$ cat config.mk
export PLATFORM = sky130hd
export DESIGN_NAME = percent_decoder_flat
export DESIGN_NICKNAME = d
export VERILOG_FILES = /design/src/rtl/pctd_pkg.sv /design/src/rtl/pctd_ifs.sv /design/src/rtl/pctd_front.sv /design/src/rtl/pctd_queue.sv /design/src/rtl/pctd_back.sv /design/src/rtl/percent_decoder.sv /design/src/flat_wrapper.sv
export SDC_FILE = /design/constraint.sdc
export NUM_CORES = 1
export LEC_CHECK = 0
export BUFFER_PORTS_ARGS = -buffer_cell sky130_fd_sc_hd__buf_4
export CELL_PAD_IN_SITES_DETAIL_PLACEMENT = 1
export CELL_PAD_IN_SITES_GLOBAL_PLACEMENT = 2
export CORE_ASPECT_RATIO = 0.7
export CORE_MARGIN = 2
export CORE_UTILIZATION = 46
export CTS_CLUSTER_SIZE = 30
export DETAILED_ROUTE_END_ITERATION = 8
export PLACE_DENSITY_LB_ADDON = 0.1
export SLEW_MARGIN = 20
export SYNTH_ARGS = -nofsm -noshare
export SYNTH_HDL_FRONTEND = slang
export SYNTH_SLANG_ARGS = --single-unit
$ cat constraint.sdc
create_clock -name clk -period 4.3 [get_ports clk]
set_input_delay 1.29 -clock clk [delete_from_list [all_inputs] [get_ports clk]]
set_output_delay 1.29 -clock clk [all_outputs]
set_load 0.02 [all_outputs]
$ cat src/rtl/pctd_pkg.sv
// shared types, constants and helper functions of the percent decoder
package pctd_pkg;

    localparam logic [7:0] PERCENT_CHAR = 8'h25;
    localparam logic [7:0] PLUS_CHAR    = 8'h2B;
    localparam logic [7:0] SPACE_CHAR   = 8'h20;
    localparam int         NIB_SHIFT    = 4;
    localparam int         QUEUE_DEPTH  = 4;

    typedef enum logic [1:0] {
        PH_IDLE  = 2'd0,
        PH_PCT   = 2'd1,
        PH_DIGIT = 2'd2
    } phase_t;

    // up to three decoded bytes caused by one request
    typedef struct packed {
        logic [1:0] cnt;
        logic [7:0] b0;
        logic [7:0] b1;
        logic [7:0] b2;
        logic       last;
    } cmd_t;

    typedef struct packed {
        logic full;
        logic empty;
    } q_stat_t;

    function automatic logic is_hex(input logic [7:0] c);
        logic r;
        r = ((c >= 8'h30) && (c <= 8'h39)) ||
            ((c >= 8'h61) && (c <= 8'h66)) ||
            ((c >= 8'h41) && (c <= 8'h46));
        return r;
    endfunction

    function automatic logic [3:0] hex_val(input logic [7:0] c);
        logic [3:0] r;
        if (c <= 8'h39)
        begin
            r = c[3:0];
        end
        else
        begin
            r = c[3:0] + 4'd9;
        end
        return r;
    endfunction

endpackage

$ cat src/rtl/pctd_ifs.sv
// channel interfaces of the percent decoder
interface pctd_raw_if;
    logic       valid;
    logic       ready;
    logic [7:0] in_byte;
    logic       in_last;
    modport source (output valid, output in_byte, output in_last, input ready);
    modport sink (input valid, input in_byte, input in_last, output ready);
endinterface

interface pctd_dec_if;
    logic       valid;
    logic       ready;
    logic [7:0] out_byte;
    logic       run_last;
    logic       stream_end;
    modport source (output valid, output out_byte, output run_last, output stream_end,
                    input ready);
    modport sink (input valid, input out_byte, input run_last, input stream_end,
                  output ready);
endinterface

interface pctd_cfg_if;
    logic valid;
    logic ready;
    logic plus_to_space;
    modport source (output valid, output plus_to_space, input ready);
    modport sink (input valid, input plus_to_space, output ready);
endinterface

$ cat src/rtl/pctd_front.sv
// front end: accepts raw bytes, tracks escapes, builds output commands
module pctd_front (
    input  logic              clk,
    input  logic              rst_n,
    input  logic              plus_to_space,
    pctd_raw_if.sink          raw,
    input  pctd_pkg::q_stat_t q_stat,
    output logic              push,
    output pctd_pkg::cmd_t    cmd,
    output pctd_pkg::phase_t  phase
);

    pctd_pkg::phase_t phase_reg;
    pctd_pkg::phase_t phase_next;
    logic [7:0]       held_reg;
    logic [7:0]       held_next;

    logic             accept;
    logic             hex_in;
    logic             f_pct;
    logic             f_emit;
    logic [7:0]       f_byte;
    logic             use_fresh;
    logic [1:0]       pcnt;
    logic [7:0]       p0;
    logic [7:0]       p1;
    logic [7:0]       decoded;
    pctd_pkg::phase_t phase_calc;

    assign raw.ready = !q_stat.full;
    assign accept    = raw.valid && raw.ready;
    assign phase     = phase_reg;

    always_ff @(posedge clk or negedge rst_n)
    begin
        if (!rst_n)
        begin
            phase_reg <= pctd_pkg::PH_IDLE;
        end
        else
        begin
            phase_reg <= phase_next;
        end
    end

    always_ff @(posedge clk)
    begin
        held_reg <= held_next;
    end

    always_comb
    begin
        hex_in  = pctd_pkg::is_hex(raw.in_byte);
        decoded = {pctd_pkg::hex_val(held_reg), pctd_pkg::hex_val(raw.in_byte)};
        f_pct   = (raw.in_byte == pctd_pkg::PERCENT_CHAR);
        f_emit  = !f_pct || raw.in_last;
        if (f_pct)
        begin
            f_byte = pctd_pkg::PERCENT_CHAR;
        end
        else if (plus_to_space && (raw.in_byte == pctd_pkg::PLUS_CHAR))
        begin
            f_byte = pctd_pkg::SPACE_CHAR;
        end
        else
        begin
            f_byte = raw.in_byte;
        end

        use_fresh  = 1'b0;
        pcnt       = 2'd0;
        p0         = pctd_pkg::PERCENT_CHAR;
        p1         = raw.in_byte;
        phase_calc = pctd_pkg::PH_IDLE;
        held_next  = held_reg;

        case (phase_reg)
            pctd_pkg::PH_PCT:
            begin
                if (hex_in)
                begin
                    if (raw.in_last)
                    begin
                        pcnt = 2'd2;
                    end
                    else
                    begin
                        phase_calc = pctd_pkg::PH_DIGIT;
                        if (accept)
                        begin
                            held_next = raw.in_byte;
                        end
                    end
                end
                else
                begin
                    pcnt      = 2'd1;
                    use_fresh = 1'b1;
                end
            end
            pctd_pkg::PH_DIGIT:
            begin
                if (hex_in)
                begin
                    pcnt = 2'd1;
                    p0   = decoded;
                end
                else
                begin
                    pcnt      = 2'd2;
                    p1        = held_reg;
                    use_fresh = 1'b1;
                end
            end
            default:
            begin
                use_fresh = 1'b1;
            end
        endcase

        // a lone percent with more input to come opens an escape
        if (use_fresh && f_pct && !raw.in_last)
        begin
            phase_calc = pctd_pkg::PH_PCT;
        end
        if (raw.in_last)
        begin
            phase_calc = pctd_pkg::PH_IDLE;
        end
        phase_next = accept ? phase_calc : phase_reg;

        cmd.b0   = p0;
        cmd.b1   = p1;
        cmd.b2   = f_byte;
        cmd.last = raw.in_last;
        cmd.cnt  = pcnt + {1'b0, use_fresh && f_emit};
        case (pcnt)
            2'd0:
            begin
                cmd.b0 = f_byte;
            end
            2'd1:
            begin
                cmd.b1 = f_byte;
            end
            default:
            begin
                cmd.b2 = f_byte;
            end
        endcase
        push = accept && (cmd.cnt != 2'd0);
    end

endmodule

$ cat src/rtl/pctd_queue.sv
// command queue between front end and back end
module pctd_queue #(
    parameter int DEPTH = pctd_pkg::QUEUE_DEPTH
) (
    input  logic              clk,
    input  logic              rst_n,
    input  logic              push,
    input  pctd_pkg::cmd_t    wdata,
    input  logic              pop,
    output pctd_pkg::cmd_t    rdata,
    output pctd_pkg::q_stat_t q_stat
);

    localparam int PTR_W = (DEPTH > 1) ? $clog2(DEPTH) : 1;
    localparam int CNT_W = $clog2(DEPTH + 1);

    pctd_pkg::cmd_t   mem_reg [DEPTH];
    logic [PTR_W-1:0] wr_ptr_reg;
    logic [PTR_W-1:0] wr_ptr_next;
    logic [PTR_W-1:0] rd_ptr_reg;
    logic [PTR_W-1:0] rd_ptr_next;
    logic [CNT_W-1:0] cnt_reg;
    logic [CNT_W-1:0] cnt_next;

    assign q_stat.full  = (cnt_reg == CNT_W'(DEPTH));
    assign q_stat.empty = (cnt_reg == '0);
    assign rdata        = mem_reg[rd_ptr_reg];

    always_comb
    begin
        wr_ptr_next = wr_ptr_reg;
        rd_ptr_next = rd_ptr_reg;
        cnt_next    = cnt_reg;
        if (push)
        begin
            wr_ptr_next = (wr_ptr_reg == PTR_W'(DEPTH - 1)) ? '0 : wr_ptr_reg + 1'b1;
        end
        if (pop)
        begin
            rd_ptr_next = (rd_ptr_reg == PTR_W'(DEPTH - 1)) ? '0 : rd_ptr_reg + 1'b1;
        end
        if (push && !pop)
        begin
            cnt_next = cnt_reg + 1'b1;
        end
        else if (pop && !push)
        begin
            cnt_next = cnt_reg - 1'b1;
        end
    end

    always_ff @(posedge clk or negedge rst_n)
    begin
        if (!rst_n)
        begin
            wr_ptr_reg <= '0;
            rd_ptr_reg <= '0;
            cnt_reg    <= '0;
        end
        else
        begin
            wr_ptr_reg <= wr_ptr_next;
            rd_ptr_reg <= rd_ptr_next;
            cnt_reg    <= cnt_next;
        end
    end

    always_ff @(posedge clk)
    begin
        if (push)
        begin
            mem_reg[wr_ptr_reg] <= wdata;
        end
    end

endmodule

$ cat src/rtl/pctd_back.sv
// back end: walks each command one byte at a time into the output register
module pctd_back (
    input  logic              clk,
    input  logic              rst_n,
    input  pctd_pkg::cmd_t    head,
    input  pctd_pkg::q_stat_t q_stat,
    output logic              pop,
    pctd_dec_if.source        dec
);

    logic [1:0] idx_reg;
    logic [1:0] idx_next;
    logic       vld_reg;
    logic       vld_next;
    logic [7:0] byte_reg;
    logic       run_last_reg;
    logic       stream_end_reg;

    logic       fetch;
    logic       fin;
    logic [7:0] sel_byte;

    assign dec.valid      = vld_reg;
    assign dec.out_byte   = byte_reg;
    assign dec.run_last   = run_last_reg;
    assign dec.stream_end = stream_end_reg;

    always_comb
    begin
        fetch = !q_stat.empty && (!vld_reg || dec.ready);
        fin   = (idx_reg == (head.cnt - 2'd1));
        pop   = fetch && fin;
        case (idx_reg)
            2'd0:
            begin
                sel_byte = head.b0;
            end
            2'd1:
            begin
                sel_byte = head.b1;
            end
            default:
            begin
                sel_byte = head.b2;
            end
        endcase
        idx_next = idx_reg;
        if (fetch)
        begin
            idx_next = fin ? 2'd0 : idx_reg + 2'd1;
        end
        if (fetch)
        begin
            vld_next = 1'b1;
        end
        else if (dec.ready)
        begin
            vld_next = 1'b0;
        end
        else
        begin
            vld_next = vld_reg;
        end
    end

    always_ff @(posedge clk or negedge rst_n)
    begin
        if (!rst_n)
        begin
            idx_reg <= 2'd0;
            vld_reg <= 1'b0;
        end
        else
        begin
            idx_reg <= idx_next;
            vld_reg <= vld_next;
        end
    end

    always_ff @(posedge clk)
    begin
        if (fetch)
        begin
            byte_reg       <= sel_byte;
            run_last_reg   <= fin;
            stream_end_reg <= fin && head.last;
        end
    end

endmodule

$ cat src/rtl/percent_decoder.sv
// top level of the streaming url percent decoder
// raw: one input byte per request, in_last marks the final byte of a string.
// dec: decoded bytes, 0 to 3 per raw request; run_last flags the final byte
//      caused by a request, stream_end the final byte of a string.
// cfg: one-bit register plus_to_space, always ready; write it only while idle.
// path: an accepted request is written into the command queue, and the back end
//      then loads each byte from the queue head into the output register.
// throughput: one raw byte per cycle while each produces at most one output and
//      dec does not stall; the back end drains one output byte per cycle while dec
//      is ready, and the command queue absorbs the extra bytes of a failed escape or a flush.
// raw.ready drops only when the command queue (QUEUE_DEPTH entries) is full.
// reset clears the escape state, the queue and the output valid flag, and sets
// plus_to_space to 0.
// when dec stalls the output byte holds, the queue fills, then raw stalls.
module percent_decoder #(
    parameter int QUEUE_DEPTH = pctd_pkg::QUEUE_DEPTH
) (
    input  logic      clk,
    input  logic      rst_n,
    pctd_cfg_if.sink  cfg,
    pctd_raw_if.sink  raw,
    pctd_dec_if.source dec
);

    logic              plus_to_space_reg;
    logic              push;
    logic              pop;
    pctd_pkg::cmd_t    wcmd;
    pctd_pkg::cmd_t    head;
    pctd_pkg::q_stat_t q_stat;
    pctd_pkg::phase_t  phase;

    assign cfg.ready = 1'b1;

    always_ff @(posedge clk or negedge rst_n)
    begin
        if (!rst_n)
        begin
            plus_to_space_reg <= 1'b0;
        end
        else if (cfg.valid && cfg.ready)
        begin
            plus_to_space_reg <= cfg.plus_to_space;
        end
    end

    pctd_front u_front (
        .clk           (clk),
        .rst_n         (rst_n),
        .plus_to_space (plus_to_space_reg),
        .raw           (raw),
        .q_stat        (q_stat),
        .push          (push),
        .cmd           (wcmd),
        .phase         (phase)
    );

    pctd_queue #(
        .DEPTH (QUEUE_DEPTH)
    ) u_queue (
        .clk    (clk),
        .rst_n  (rst_n),
        .push   (push),
        .wdata  (wcmd),
        .pop    (pop),
        .rdata  (head),
        .q_stat (q_stat)
    );

    pctd_back u_back (
        .clk    (clk),
        .rst_n  (rst_n),
        .head   (head),
        .q_stat (q_stat),
        .pop    (pop),
        .dec    (dec)
    );

`ifndef SYNTHESIS
    a_end_marks_run: assert property (@(posedge clk) disable iff (!rst_n)
        dec.valid && dec.stream_end |-> dec.run_last)
        else $error("stream_end without run_last");

    a_no_push_full: assert property (@(posedge clk) disable iff (!rst_n)
        push |-> !q_stat.full)
        else $error("push into full queue");

    a_last_clears: assert property (@(posedge clk) disable iff (!rst_n)
        raw.valid && raw.ready && raw.in_last |=> phase == pctd_pkg::PH_IDLE)
        else $error("escape pending after end of string");

    a_last_pushes: assert property (@(posedge clk) disable iff (!rst_n)
        raw.valid && raw.ready && raw.in_last |-> push)
        else $error("end of string produced no output");
`endif

endmodule

$ cat src/flat_wrapper.sv
// flat-port wrapper written by rule: the top's interface ports become plain ports
module percent_decoder_flat 
#(
    parameter int QUEUE_DEPTH = pctd_pkg::QUEUE_DEPTH
)
  (clk, rst_n, cfg_valid, cfg_plus_to_space, cfg_ready, raw_valid, raw_in_byte, raw_in_last, raw_ready, dec_valid, dec_out_byte, dec_run_last, dec_stream_end, dec_ready);
  pctd_cfg_if cfg_i ();
  pctd_raw_if raw_i ();
  pctd_dec_if dec_i ();
  input  logic clk;
  input  logic rst_n;
  input wire logic [$bits(cfg_i.valid)-1:0] cfg_valid;
  input wire logic [$bits(cfg_i.plus_to_space)-1:0] cfg_plus_to_space;
  output wire logic [$bits(cfg_i.ready)-1:0] cfg_ready;
  input wire logic [$bits(raw_i.valid)-1:0] raw_valid;
  input wire logic [$bits(raw_i.in_byte)-1:0] raw_in_byte;
  input wire logic [$bits(raw_i.in_last)-1:0] raw_in_last;
  output wire logic [$bits(raw_i.ready)-1:0] raw_ready;
  output wire logic [$bits(dec_i.valid)-1:0] dec_valid;
  output wire logic [$bits(dec_i.out_byte)-1:0] dec_out_byte;
  output wire logic [$bits(dec_i.run_last)-1:0] dec_run_last;
  output wire logic [$bits(dec_i.stream_end)-1:0] dec_stream_end;
  input wire logic [$bits(dec_i.ready)-1:0] dec_ready;
  assign cfg_i.valid = cfg_valid;
  assign cfg_i.plus_to_space = cfg_plus_to_space;
  assign cfg_ready = cfg_i.ready;
  assign raw_i.valid = raw_valid;
  assign raw_i.in_byte = raw_in_byte;
  assign raw_i.in_last = raw_in_last;
  assign raw_ready = raw_i.ready;
  assign dec_valid = dec_i.valid;
  assign dec_out_byte = dec_i.out_byte;
  assign dec_run_last = dec_i.run_last;
  assign dec_stream_end = dec_i.stream_end;
  assign dec_i.ready = dec_ready;
  percent_decoder #(.QUEUE_DEPTH(QUEUE_DEPTH)) u_core (.clk(clk), .rst_n(rst_n), .cfg(cfg_i), .raw(raw_i), .dec(dec_i));
endmodule
-- After elaboration in Yosys (flattened, before gate mapping)
Memory sizes are Yosys's and may differ from the RTL's.
Index checks and enable logic that the tools add are counted.
- bits in registers: 31
- latch bits: 0
- memory bits (writable): 108
- bits in read-only memories: 0
- input bits: 15
- output and inout port bits: 13
- logic and storage cells: 102
- memories: 1
- memory list (name ; words ; width ; read ports ; clocked after Yosys merged registers in ; write ports ; line ; RTL):
    u_core.u_queue.mem_reg ; 4 ; 27 ; 1 ; 0 ; 1 ; pctd_queue.sv:17 ; pctd_pkg::cmd_t mem_reg [DEPTH];
- $add $sub $neg: 9
- $mul: 0
- div/mod/pow operators: 0
- $lt $le $gt $ge: 7
- eq/ne operators: 10
- shifts and indexed selects: 0
- muxes and demuxes: 30
- bitwise gates (word level): 1
- reduce and logical (&&, ||, !) cells: 33
- operator list (operator ; count):
    $mux W8 ; 8
    $mux W2 ; 10
    $eq A8 B6 Y1 const B ; 2
    $ge A8 B7 Y1 const B ; 2
    $le A8 B6 Y1 const B ; 2
    $le A8 B7 Y1 const B ; 2
    $pmux W8 S2 ; 1
    $logic_and A1 B1 Y1 ; 14
    $add A4 B4 Y4 const B ; 2
    $ge A8 B6 Y1 const B ; 1
    $mux W4 ; 2
    $logic_not A1 Y1 ; 7
    $add A2 B1 Y2 const B ; 3
    $eq A2 B1 Y1 const B ; 3
    $eq A2 B2 Y1 const B ; 3
    $mux W1 ; 6
    $mux W3 ; 2
    $reduce_bool A2 Y1 ; 3
    $logic_not A2 Y1 ; 2
    $logic_or A1 B1 Y1 ; 4
    $pmux W2 S2 ; 1
    $reduce_and A4 Y1 ; 1
    $add A3 B1 Y3 const B ; 1
    $eq A3 B3 Y1 const B ; 1
    other kinds (7) ; 7

-- Logic depth before layout (Yosys ltp)
Gate-level depths: netlist of run 1.
- depth after elaboration: 14
- depth in mapped cells: 17
- gate-level depth less buffers: 17

-- Cells and area by module
Synthesis of run 1 repeated with hierarchy kept, for this count alone.
- cells, all modules: 371
- area, all modules: 6144.6 µm²
- by module, submodules not included (module ; instances ; cells an instance ; area each (µm²) ; seq. area each (µm²)):
    pctd_queue ; 1 ; 178 ; 4321.6 ; 3418.3
    pctd_front ; 1 ; 130 ; 1119.8 ; 290.3
    pctd_back ; 1 ; 59 ; 651.9 ; 375.4
    percent_decoder ; 1 ; 4 ; 51.3 ; 25.0

-- Least setup slack after synthesis of run 1
No wires, ideal clock.
- path type: input to register
- from: in raw_in_byte[1]
- to: reg u_core.u_queue.cnt_reg[2]
- setup time: 0.079 ns
- data arrival time: 4.587 ns
- data required time: 4.221 ns
- setup slack: -0.367 ns
- stages on the path: 17
- path buffers: 0
- cell sequence: inv_1 > ha_1 > nor4b_1 > nor4_1 > nand3_1 > a21boi_0 > inv_1 > ha_1 > nor2_1 > a21o_1 > a211oi_4 > ha_1 > inv_1 > fa_1 > xor2_1 > nor2_1 > xor2_1
- RTL lines (item ; line ; RTL):
    start, declared ; flat_wrapper.sv:16 ; input wire logic [$bits(raw_i.in_byte)-1:0] raw_in_byte;
    end signal, assigned ; pctd_queue.sv:64 ; cnt_reg <= cnt_next;
    end, declared ; pctd_queue.sv:22 ; logic [CNT_W-1:0] cnt_reg;

==> key figures, run 1 <==
Power and ir drop
  • Max rail drop VDD: 0.261 mV
  • Leakage: 2.67 nW
  • Pwr/cell area: 641 mW/mm^2

Placement
  • Count of input and output buffers: 26
  • HPWL after DPL: 9.12 mm
  • Total instance count after detailed placement: 578
  • Final RePlAce weighted congestion: 0.809
  • Instance area after placement: 0.00678 sq mm
  • Pre-CTS setup slack: -0.104 ns

Routing
  • Met3 wire length: 478 um
  • Drt total wl: 12.9 mm
  • Met2 Routed Length: 5.76 mm
  • Number of vias in the routed layout: 3293
  • Met1 wire length: 6.60 mm
  • Average vias per placed instance: 5.40
  • Drt initial violations: 181
  • Post-DR wirelength/cell: 21.2 um
  • Drt drc: 0
  • DR pass1 iterations: 5
  • Antenna Nets Post-Route: 0
  • Highest metal layer with signal wires: met4

Worst setup path
  • Classification of the worst setup path: input pin to register
  • Data arrival time of the critical path: 4.31 ns
  • Startpoint kind of the worst setup timing path: input pin
  • Sort of element at the end of the critical path: register
  • Data required, critical path: 4.63 ns
  • Crit path max fanout: 4

Yosys
  • Count of yosys warnings during synthesis: 0
  • Primary FF master, synth: sky130_fd_sc_hd__edfxtp_1
  • Share of synthesized registers carrying an async set or reset: 9.35%
  • Synthesized area: 0.00612 sq mm
  • Yosys cell types: 51
  • Syn_area_per_cell: 16.4 sq um
  • Synthesized net count: 408
  • Number of flops mapped to enable cells by yosys: 126
  • Synthesized instance count: 374
  • Number of synthesized register bits: 139
  • Portion of the post-synthesis area used by sequential elements: 67.2%

Finish
  • Layout cell share with drive strength beyond 1: 34.0%
  • Area of the multi-input gates: 0.00186 sq mm
  • Count of placed standard cells in the final layout, fillers left out: 610
  • Finished Cell Area: 0.00733 sq mm
  • Final net count: 465
  • Most frequent cells in the layout: 126 x sky130_fd_sc_hd__edfxtp_1, 51 x sky130_fd_sc_hd__buf_4, 28 x sky130_fd_sc_hd__inv_1
  • Layout overhead on the synthesized area: 19.8%
  • Most frequent standard cell in the layout excluding fill and tap cells: sky130_fd_sc_hd__edfxtp_1
  • Combined flip-flop and latch cell area: 0.00411 sq mm
  • Number of fillers in the final layout: 1197
  • Post-Route Utilization: 56.2%
  • Flip-flop count of the largest register, all copies and words added: 108
  • Ant diodes: 0

Timing
  • Final hold violations: 0
  • Worst-margin pin slew: 0.618 ns
  • Final worst setup slack: 0.323 ns
  • Count of final setup violators: 0
  • RSZ-0062 raised after global routing: false
  • Period minus WS final: 3.98 ns
  • Max-slew violation count: 0
  • Setup clock skew after layout: 0.0124 ns
  • Max Clk Rate: 0.251 GHz
  • Worst slew margin relative to its limit: 58.5%
  • Post-route fraction of the period consumed by the critical path: 92.5%

Floorplanning
  • Initial standard-cell utilization of the core: 46.9%
  • Die area: 0.0143 sq mm
  • Die W: 142 um
  • Area of the placeable core: 0.0131 sq mm
  • Die height: 100 um
  • Placement row count: 35
  • Number of primary I/O pins: 28

Global route
  • Wire length of the first global-routing pass: 20.7 mm
  • GRT Total Usage: 20.1%
  • Antenna violations before repair: 0
  • Remaining global-route overflow: 0
  • Largest net degree at the start of global routing: 28
  • Number of global-route vias before repair: 3556

Clocking
  • Max clock buf depth: 2
  • Deepest level of the CTS H-tree: 4
  • Hold bufs inserted after CTS: 0
  • Clock sinks: 139
  • Post-CTS repair timing setup buffer count: 0
  • Clk_lat worst skew: 0.41 ns
  • CTS Root Cell: sky130_fd_sc_hd__clkbuf_16
  • Resized Gates After CTS: 0
  • CTS tree: done
  • Clk pin slew, worst setup/hold paths: 0.06 ns
  • Number of buffers created by CTS: 17

Worst hold path
  • Kind of path behind the tightest hold check: register to register

Run status
  • Run status: completed

Flow run
  • Max-Cap Viols: 0
==> report_power, final <==
group | leakage, nW | internal (mW) | switching [mW]
logic | 1.09 | 0.652 | 0.720
registers | 1.31 | 1.83 | 0.137
clock network | 0.268 | 0.798 | 0.558
==> worst max-delay path, stage by stage <==
cell and delay, ns:
sky130_fd_sc_hd__buf_4 0.11, sky130_fd_sc_hd__inv_1 0.11, sky130_fd_sc_hd__ha_2 0.24, sky130_fd_sc_hd__nor3b_1 0.08
sky130_fd_sc_hd__nor4_2 0.29, sky130_fd_sc_hd__nand2_1 0.17, sky130_fd_sc_hd__a21boi_2 0.19, sky130_fd_sc_hd__inv_2 0.06
sky130_fd_sc_hd__ha_4 0.27, sky130_fd_sc_hd__nor2_1 0.05, sky130_fd_sc_hd__and3_4 0.18, sky130_fd_sc_hd__a211oi_4 0.22
sky130_fd_sc_hd__ha_2 0.22, sky130_fd_sc_hd__inv_2 0.04, sky130_fd_sc_hd__fa_2 0.33, sky130_fd_sc_hd__xor2_1 0.17
sky130_fd_sc_hd__nor2_1 0.13, sky130_fd_sc_hd__xor2_1 0.14
==> metal layers <==
layer,vias up,track usage [%]
met2,69,29.6
li1,1536,-
met5,-,0
met1,1682,30.2
met4,0,6.08
met3,6,4.70
==> cell type report <==
type,instances,share of cell area [%]
clock buffers,18,5.86
clock inverters,14,1.69
inverters,30,1.54
multi-input cells,187,25.4
flip-flops and latches,139,56.1
well taps,166,2.83
repair buffers,56,6.59
==> synth_stat cells (3+ instances only) <==
master                     instances  area, sq um
sky130_fd_sc_hd__and2_1            3         18.8
sky130_fd_sc_hd__nand2_1          19         71.3
sky130_fd_sc_hd__buf_2             3         15.0
sky130_fd_sc_hd__clkbuf_1         10         37.5
sky130_fd_sc_hd__inv_1            30          113
sky130_fd_sc_hd__mux2i_1           4         40.0
sky130_fd_sc_hd__edfxtp_1        126         3780
sky130_fd_sc_hd__ha_1             18          225
sky130_fd_sc_hd__mux2_2           11          124
sky130_fd_sc_hd__xor2_1            5         43.8
sky130_fd_sc_hd__a21o_1            3         22.5
sky130_fd_sc_hd__nand3_1           5         25.0
sky130_fd_sc_hd__a22oi_1           9         67.6
sky130_fd_sc_hd__o22ai_1           5         31.3
sky130_fd_sc_hd__mux4_2           27          608
sky130_fd_sc_hd__a21oi_1           5         25.0
sky130_fd_sc_hd__o21ai_0          12         60.1
sky130_fd_sc_hd__xnor2_1           4         35.0
sky130_fd_sc_hd__dfrtp_1          13          325
sky130_fd_sc_hd__nor2_1           18         67.6
sky130_fd_sc_hd__and2_2            3         22.5
sky130_fd_sc_hd__nor2b_1           4         25.0
==> per-stage QoR <==
step,setup TNS (ns),hold WS (ns),power (mW)
CTS,0,0.501,4.77
floorplan,-0.0241,0.461,2.88
global route,0,0.527,4.97
global placement,0,0.475,3.35
finish,0,0.497,4.70
detailed placement,-0.145,0.484,3.40
==> path summary, 6_finish.rpt <==
kind | depth (start not counted) | slack, ns | start | end
max in group asynchronous | 1 | 3.38 | rst_n | u_core.u_queue.rd_ptr_reg[0]
setup reg to reg | 12 | 1.08 | u_core.u_queue.rd_ptr_reg[1] | u_core.u_queue.cnt_reg[2]
hold reg to reg | 2 | 0.50 | u_core.u_back.dec.valid | u_core.u_back.dec.valid
min in group asynchronous | 1 | 0.72 | rst_n | u_core.u_front.phase[1]
setup / recovery | 18 | 0.32 | raw_in_byte[1] | u_core.u_queue.cnt_reg[2]
hold / removal | 2 | 0.50 | u_core.u_back.dec.valid | u_core.u_back.dec.valid
==> cell families after synthesis <==
group                    after synthesis  share of synthesized area (%)
flip-flops                           139                           67.2
AND/OR/NAND/NOR                       66                           5.62
AO/OA/AOI/OAI                         48                           5.48
buffers and inverters                 48                           3.25
multiplexers                          44                           13.1
adder cells (fa/ha/maj)               19                           4.01
XOR/XNOR                               9                           1.29
other                                  1                         0.0613
Power figures use the tool's default switching activity.
==> inputs of run 2 (changes only) <==
Settings changed: CORE_UTILIZATION 46 to 49.
Clock period 4.3 ns to 4.8 ns, I/O delays scaled along.
==> key figures, run 2 (same netlist as run 1, synthesis figures left out) <==
Placement
  • Count of input and output buffers: 26
  • Final RePlAce weighted congestion: 0.835
  • Total instance count after detailed placement: 565
  • HPWL after DPL: 9.22 mm
  • Instance area after placement: 0.00665 sq mm

Worst setup path
  • Stage delay of the slowest cell on the critical path: 0.43 ns
  • Classification of the worst setup path: input pin to register
  • Data arrival time of the critical path: 4.79 ns
  • Crit path max fanout: 4
  • Most frequent CP cell: sky130_fd_sc_hd__nor2_1
  • Startpoint kind of the worst setup timing path: input pin
  • Cell type of the slowest stage on the worst timing path: sky130_fd_sc_hd__fa_1
  • Cell-by-cell trace of the critical path: buf_4 > inv_1 > ha_1 > nor3b_1 > nor4_2 > nand2_1 > buf_4 > nor2_1 > nor2_1 > ha_1 > nor2_1 > a21o_1 > a211oi_4 > ha_1 > inv_1 > fa_1 > xor2_1 > nor2_1 > xor2_1
  • Data required, critical path: 5.14 ns
  • Sort of element at the end of the critical path: register

Routing
  • Drt drc: 0
  • Average vias per placed instance: 5.57
  • Antenna Nets Post-Route: 0
  • Drt initial violations: 263
  • Drt total wl: 13.8 mm
  • Post-DR wirelength/cell: 23.1 um
  • DR pass1 iterations: 4
  • Number of vias in the routed layout: 3326

Floorplanning
  • Area of the placeable core: 0.0123 sq mm
  • Die height: 97.5 um
  • Placement row count: 34
  • Initial standard-cell utilization of the core: 49.8%
  • Number of primary I/O pins: 28
  • Die area: 0.0134 sq mm
  • Die W: 138 um

Timing
  • Period minus WS final: 4.46 ns
  • Max-slew violation count: 0
  • Worst slew margin relative to its limit: 47.4%
  • Setup clock skew after layout: 0.0120 ns
  • Count of final setup violators: 0
  • Final hold violations: 0
  • Final hold slack: 0.512 ns
  • Worst-margin pin slew: 0.783 ns
  • Max Clk Rate: 0.224 GHz
  • Post-route fraction of the period consumed by the critical path: 92.8%
  • RSZ-0062 raised after global routing: false

Global route
  • Wire length of the first global-routing pass: 21.4 mm
  • Largest net degree at the start of global routing: 28
  • Remaining global-route overflow: 0
  • Antenna violations before repair: 0
  • GRT Total Usage: 22.6%
  • Number of global-route vias before repair: 3601

Run status
  • Run status: completed

Flow run
  • Max-Cap Viols: 0

Power and ir drop
  • Leakage: 2.65 nW
  • Pwr/cell area: 600 mW/mm^2
  • Max rail drop VDD: 0.326 mV

Clocking
  • Deepest level of the CTS H-tree: 4
  • Clk_lat worst skew: 0.42 ns
  • CTS Root Cell: sky130_fd_sc_hd__clkbuf_16
  • Number of buffers created by CTS: 17
  • Hold bufs inserted after CTS: 0
  • Max clock buf depth: 2
  • Clk pin slew, worst setup/hold paths: 0.06 ns
  • CTS tree: done
  • Clock sinks: 139

Finish
  • Flip-flop count of the largest register, all copies and words added: 108
  • Count of placed standard cells in the final layout, fillers left out: 597
  • Final net count: 456
  • Area of the multi-input gates: 0.00182 sq mm
  • Most frequent standard cell in the layout excluding fill and tap cells: sky130_fd_sc_hd__edfxtp_1
  • Number of fillers in the final layout: 1106
  • Layout cell share with drive strength beyond 1: 30.3%
  • Post-Route Utilization: 59.2%
  • Most frequent cells in the layout: 126 x sky130_fd_sc_hd__edfxtp_1, 42 x sky130_fd_sc_hd__buf_4, 30 x sky130_fd_sc_hd__inv_1
  • Ant diodes: 0
  • Combined flip-flop and latch cell area: 0.00411 sq mm
  • Finished Cell Area: 0.00728 sq mm
  • Layout overhead on the synthesized area: 19.0%

Worst hold path
  • Kind of path behind the tightest hold check: register to register
## run 2: layout make-up
cell class	count	area share [%]
well taps	162	2.78
inverters	30	1.55
repair buffers	47	5.71
clock inverters	14	2.53
clock buffers	18	6.03
multi-input cells	187	24.9
flip-flops and latches	139	56.5
## run 2: final timing paths
path	start	to	slack (ns)	depth (start not counted)
setup reg to reg	u_core.u_queue.rd_ptr_reg[0]	u_core.u_queue.cnt_reg[2]	1.41	12
max in group asynchronous	rst_n	u_core.u_queue.rd_ptr_reg[0]	3.75	1
hold / removal	u_core.u_back.dec.valid	u_core.u_back.dec.valid	0.51	2
setup / recovery	raw_in_byte[1]	u_core.u_queue.cnt_reg[2]	0.34	19
hold reg to reg	u_core.u_back.dec.valid	u_core.u_back.dec.valid	0.51	2
min in group asynchronous	rst_n	u_core.u_queue.rd_ptr_reg[1]	0.87	1
## run 2: repair_timing
action | CTS | global route
setup buffers | 0 | 0
gates resized for setup | 0 | 1
setup endpoints to repair | 0 | 2
## run 2: power breakdown
part / switching [mW] / total, mW / internal [mW]
clock network: 0.533 / 1.38 / 0.843
registers: 0.141 / 1.78 / 1.64
logic: 0.641 / 1.21 / 0.566
total: 1.32 / 4.37 / 3.05
## run 2: layer usage
layer	vias to the layer above	track usage, %	share of wire, %
li1	1522	-	-
met1	1714	34.2	49
met2	86	33.5	47
met3	4	4.12	4.5
met4	0	7.06	0.44
met5	-	0	0
## run 2: critical path: cells and delay by family
family	cells	cell delay [ns]
XOR/XNOR	2	0.32
AND/OR/NAND/NOR	7	0.98
AO/OA/AOI/OAI	2	0.43
buffers and inverters	4	0.43
adder cells (fa/ha/maj)	4	1.18
## run 2: stage by stage
stage | total power [mW] | setup slack, ns | setup TNS (ns)
floorplan | 2.57 | 0.0429 | 0
global placement | 2.99 | -0.0379 | -0.0379
detailed placement | 3.03 | -0.199 | -0.308
CTS | 4.43 | 0.225 | 0
global route | 4.59 | 0.0101 | 0
finish | 4.37 | 0.345 | 0
==> inputs of run 3 (changes only) <==
Settings changed: ABC_AREA from default to 1, CAP_MARGIN from default to 40, CORE_MARGIN 2 to default, CORE_UTILIZATION 49 to 45.
==> key figures, run 3 <==
Clocking
  • CTS Root Cell: sky130_fd_sc_hd__clkbuf_16
  • Resized Gates After CTS: 0
  • Clock sinks: 139
  • Clk pin slew, worst setup/hold paths: 0.06 ns
  • CTS tree: done
  • Max clock buf depth: 2
  • Post-CTS repair timing setup buffer count: 0
  • Hold bufs inserted after CTS: 0
  • Clk_lat worst skew: 0.42 ns
  • Number of buffers created by CTS: 17
  • Deepest level of the CTS H-tree: 4

Global route
  • GRT Total Usage: 23.6%
  • Remaining global-route overflow: 0
  • Number of global-route vias before repair: 4283
  • Largest net degree at the start of global routing: 53
  • Wire length of the first global-routing pass: 24.2 mm
  • Antenna violations before repair: 0

Timing
  • Max Clk Rate: 0.234 GHz
  • Setup clock skew after layout: 0.00993 ns
  • Period minus WS final: 4.28 ns
  • Count of final setup violators: 0
  • Final hold violations: 0
  • Worst-margin pin slew: 0.876 ns
  • Worst slew margin relative to its limit: 41.0%
  • RSZ-0062 raised after global routing: false
  • Post-route fraction of the period consumed by the critical path: 89.1%
  • TNS Setup: 0 ns
  • Max-slew violation count: 0

Yosys
  • Count leader, synth: sky130_fd_sc_hd__edfxtp_1
  • Count of yosys warnings during synthesis: 0
  • Yosys cell types: 37
  • Primary FF master, synth: sky130_fd_sc_hd__edfxtp_1
  • Cell types with the highest counts after synthesis: 126 x sky130_fd_sc_hd__edfxtp_1, 70 x sky130_fd_sc_hd__nand2_1, 67 x sky130_fd_sc_hd__nor2_1, 67 x sky130_fd_sc_hd__o21ai_0, 45 x sky130_fd_sc_hd__inv_1
  • Largest area contributor in the netlist: sky130_fd_sc_hd__edfxtp_1
  • Area fraction of the dominant cell type after synthesis: 61.0%
  • Synthesized instance count: 545
  • Number of synthesized register bits: 139
  • Area contributors post-synth: sky130_fd_sc_hd__edfxtp_1 61%, sky130_fd_sc_hd__o21ai_0 5.4%, sky130_fd_sc_hd__dfrtp_1 5.2%
  • Synthesized area: 0.00620 sq mm
  • Syn_area_per_cell: 11.4 sq um
  • Portion of the post-synthesis area used by sequential elements: 66.2%
  • Share of synthesized registers carrying an async set or reset: 9.35%
  • Synthesized net count: 579
  • Number of flops mapped to enable cells by yosys: 126

Power and ir drop
  • Pwr/cell area: 621 mW/mm^2
  • Leakage: 2.79 nW
  • Total power: 4.47 mW
  • Max rail drop VDD: 0.280 mV

Worst hold path
  • Kind of path behind the tightest hold check: register to register
  • Instance count along the most critical hold path: 1

Finish
  • Flip-flop count of the largest register, all copies and words added: 108
  • Number of fillers in the final layout: 1438
  • Combined flip-flop and latch cell area: 0.00411 sq mm
  • Finished Cell Area: 0.00720 sq mm
  • Most frequent standard cell in the layout excluding fill and tap cells: sky130_fd_sc_hd__edfxtp_1
  • Area of the multi-input gates: 0.00181 sq mm
  • Most frequent cells in the layout: 126 x sky130_fd_sc_hd__edfxtp_1, 70 x sky130_fd_sc_hd__nand2_1, 67 x sky130_fd_sc_hd__o21ai_0
  • Final net count: 607
  • Layout cell share with drive strength beyond 1: 15.2%
  • Ant diodes: 0
  • Layout overhead on the synthesized area: 16.1%

Worst setup path
  • Reg2reg path depth: 15
  • Sort of element at the end of the critical path: register
  • Startpoint kind of the worst setup timing path: input pin
  • Data required, critical path: 5.09 ns
  • Data arrival time of the critical path: 4.57 ns
  • Crit path max fanout: 7
  • Classification of the worst setup path: input pin to register

Routing
  • Post-DR wirelength/cell: 19.9 um
  • Drt drc: 0
  • Number of vias in the routed layout: 4159
  • Average vias per placed instance: 5.39
  • Drt total wl: 15.3 mm
  • Antenna Nets Post-Route: 0
  • DR pass1 iterations: 5
  • Drt initial violations: 261

Floorplanning
  • Area of the placeable core: 0.0133 sq mm
  • Die height: 100 um
  • Initial standard-cell utilization of the core: 46.6%
  • Die area: 0.0143 sq mm
  • Die W: 142 um
  • Placement row count: 35
  • Number of primary I/O pins: 28

Run status
  • Run status: completed

Placement
  • Count of input and output buffers: 26
  • HPWL after DPL: 9.67 mm
  • Final RePlAce weighted congestion: 0.791
  • Instance area after placement: 0.00660 sq mm

Flow run
  • Max-Cap Viols: 0
-- run 3: power breakdown --
group | switching, mW | internal [mW]
clock network | 0.522 | 0.837
logic | 0.961 | 0.421
registers | 0.0896 | 1.64
total | 1.57 | 2.90
-- run 3: area by class of cell --
type	count	share of cell area, %
Sequential cell	139	57.0
Multi-Input combinational cell	331	25.1
Clock buffer	19	6.15
Timing Repair Buffer	35	3.65
Tap cell	185	3.21
Inverter	49	2.57
Clock inverter	13	2.29
-- run 3: stage by stage --
step	instances	util [%]	setup WS, ns	hold WS, ns
floorplan	545	-	0.332	0.481
finish	771	54.1	0.523	0.534
detailed placement	739	49.5	0.109	0.529
global placement	739	49.5	0.253	0.514
global route	771	54.1	0.194	0.546
CTS	771	54.1	0.535	0.543
-- run 3: routing by layer --
| layer | share of wire, % | routed length [um] | vias to the layer above | track usage [%] |
|---|---|---|---|---|
| met5 | 0 | 0 | - | 0 |
| met4 | 0.78 | 120 | 0 | 7.44 |
| met3 | 5.4 | 834 | 10 | 5.15 |
| met2 | 43 | 6620 | 89 | 35.7 |
| met1 | 51 | 7740 | 2093 | 33.9 |
| li1 | - | - | 1967 | - |
-- run 3: path summary, 6_finish.rpt --
check | to | slack (ns) | start
setup / recovery | u_core.u_queue.cnt_reg[2] | 0.52 | raw_in_byte[1]
hold / removal | u_core.plus_to_space_reg | 0.53 | u_core.plus_to_space_reg
setup reg to reg | u_core.u_queue.cnt_reg[2] | 1.87 | u_core.u_front.phase[0]
hold reg to reg | u_core.plus_to_space_reg | 0.53 | u_core.plus_to_space_reg
max in group asynchronous | u_core.u_front.phase[0] | 3.76 | rst_n
min in group asynchronous | u_core.u_back.idx_reg[0] | 0.86 | rst_n
-- run 3: critical path: stages --
cell and delay, ns:
sky130_fd_sc_hd__buf_4 0.12, sky130_fd_sc_hd__inv_1 0.16, sky130_fd_sc_hd__ha_1 0.20, sky130_fd_sc_hd__inv_1 0.06
sky130_fd_sc_hd__nor4_1 0.50, sky130_fd_sc_hd__nand2_1 0.12, sky130_fd_sc_hd__o21ai_0 0.10, sky130_fd_sc_hd__inv_1 0.06
sky130_fd_sc_hd__ha_1 0.36, sky130_fd_sc_hd__inv_1 0.07, sky130_fd_sc_hd__nand3_2 0.10, sky130_fd_sc_hd__nand2_2 0.13
sky130_fd_sc_hd__inv_1 0.09, sky130_fd_sc_hd__ha_1 0.13, sky130_fd_sc_hd__inv_1 0.07, sky130_fd_sc_hd__fa_1 0.43
sky130_fd_sc_hd__a21oi_1 0.15, sky130_fd_sc_hd__o21ai_0 0.11, sky130_fd_sc_hd__xor2_1 0.15
-- run 3: cell families after synthesis --
kind of cell,count (synthesis),synth area share [%]
AND/OR/NAND/NOR,179,12.8
flip-flops,139,66.2
AO/OA/AOI/OAI,125,11.0
buffers and inverters,75,4.90
adder cells (fa/ha/maj),19,3.95
XOR/XNOR,6,0.847
other,1,0.0605
multiplexers,1,0.182
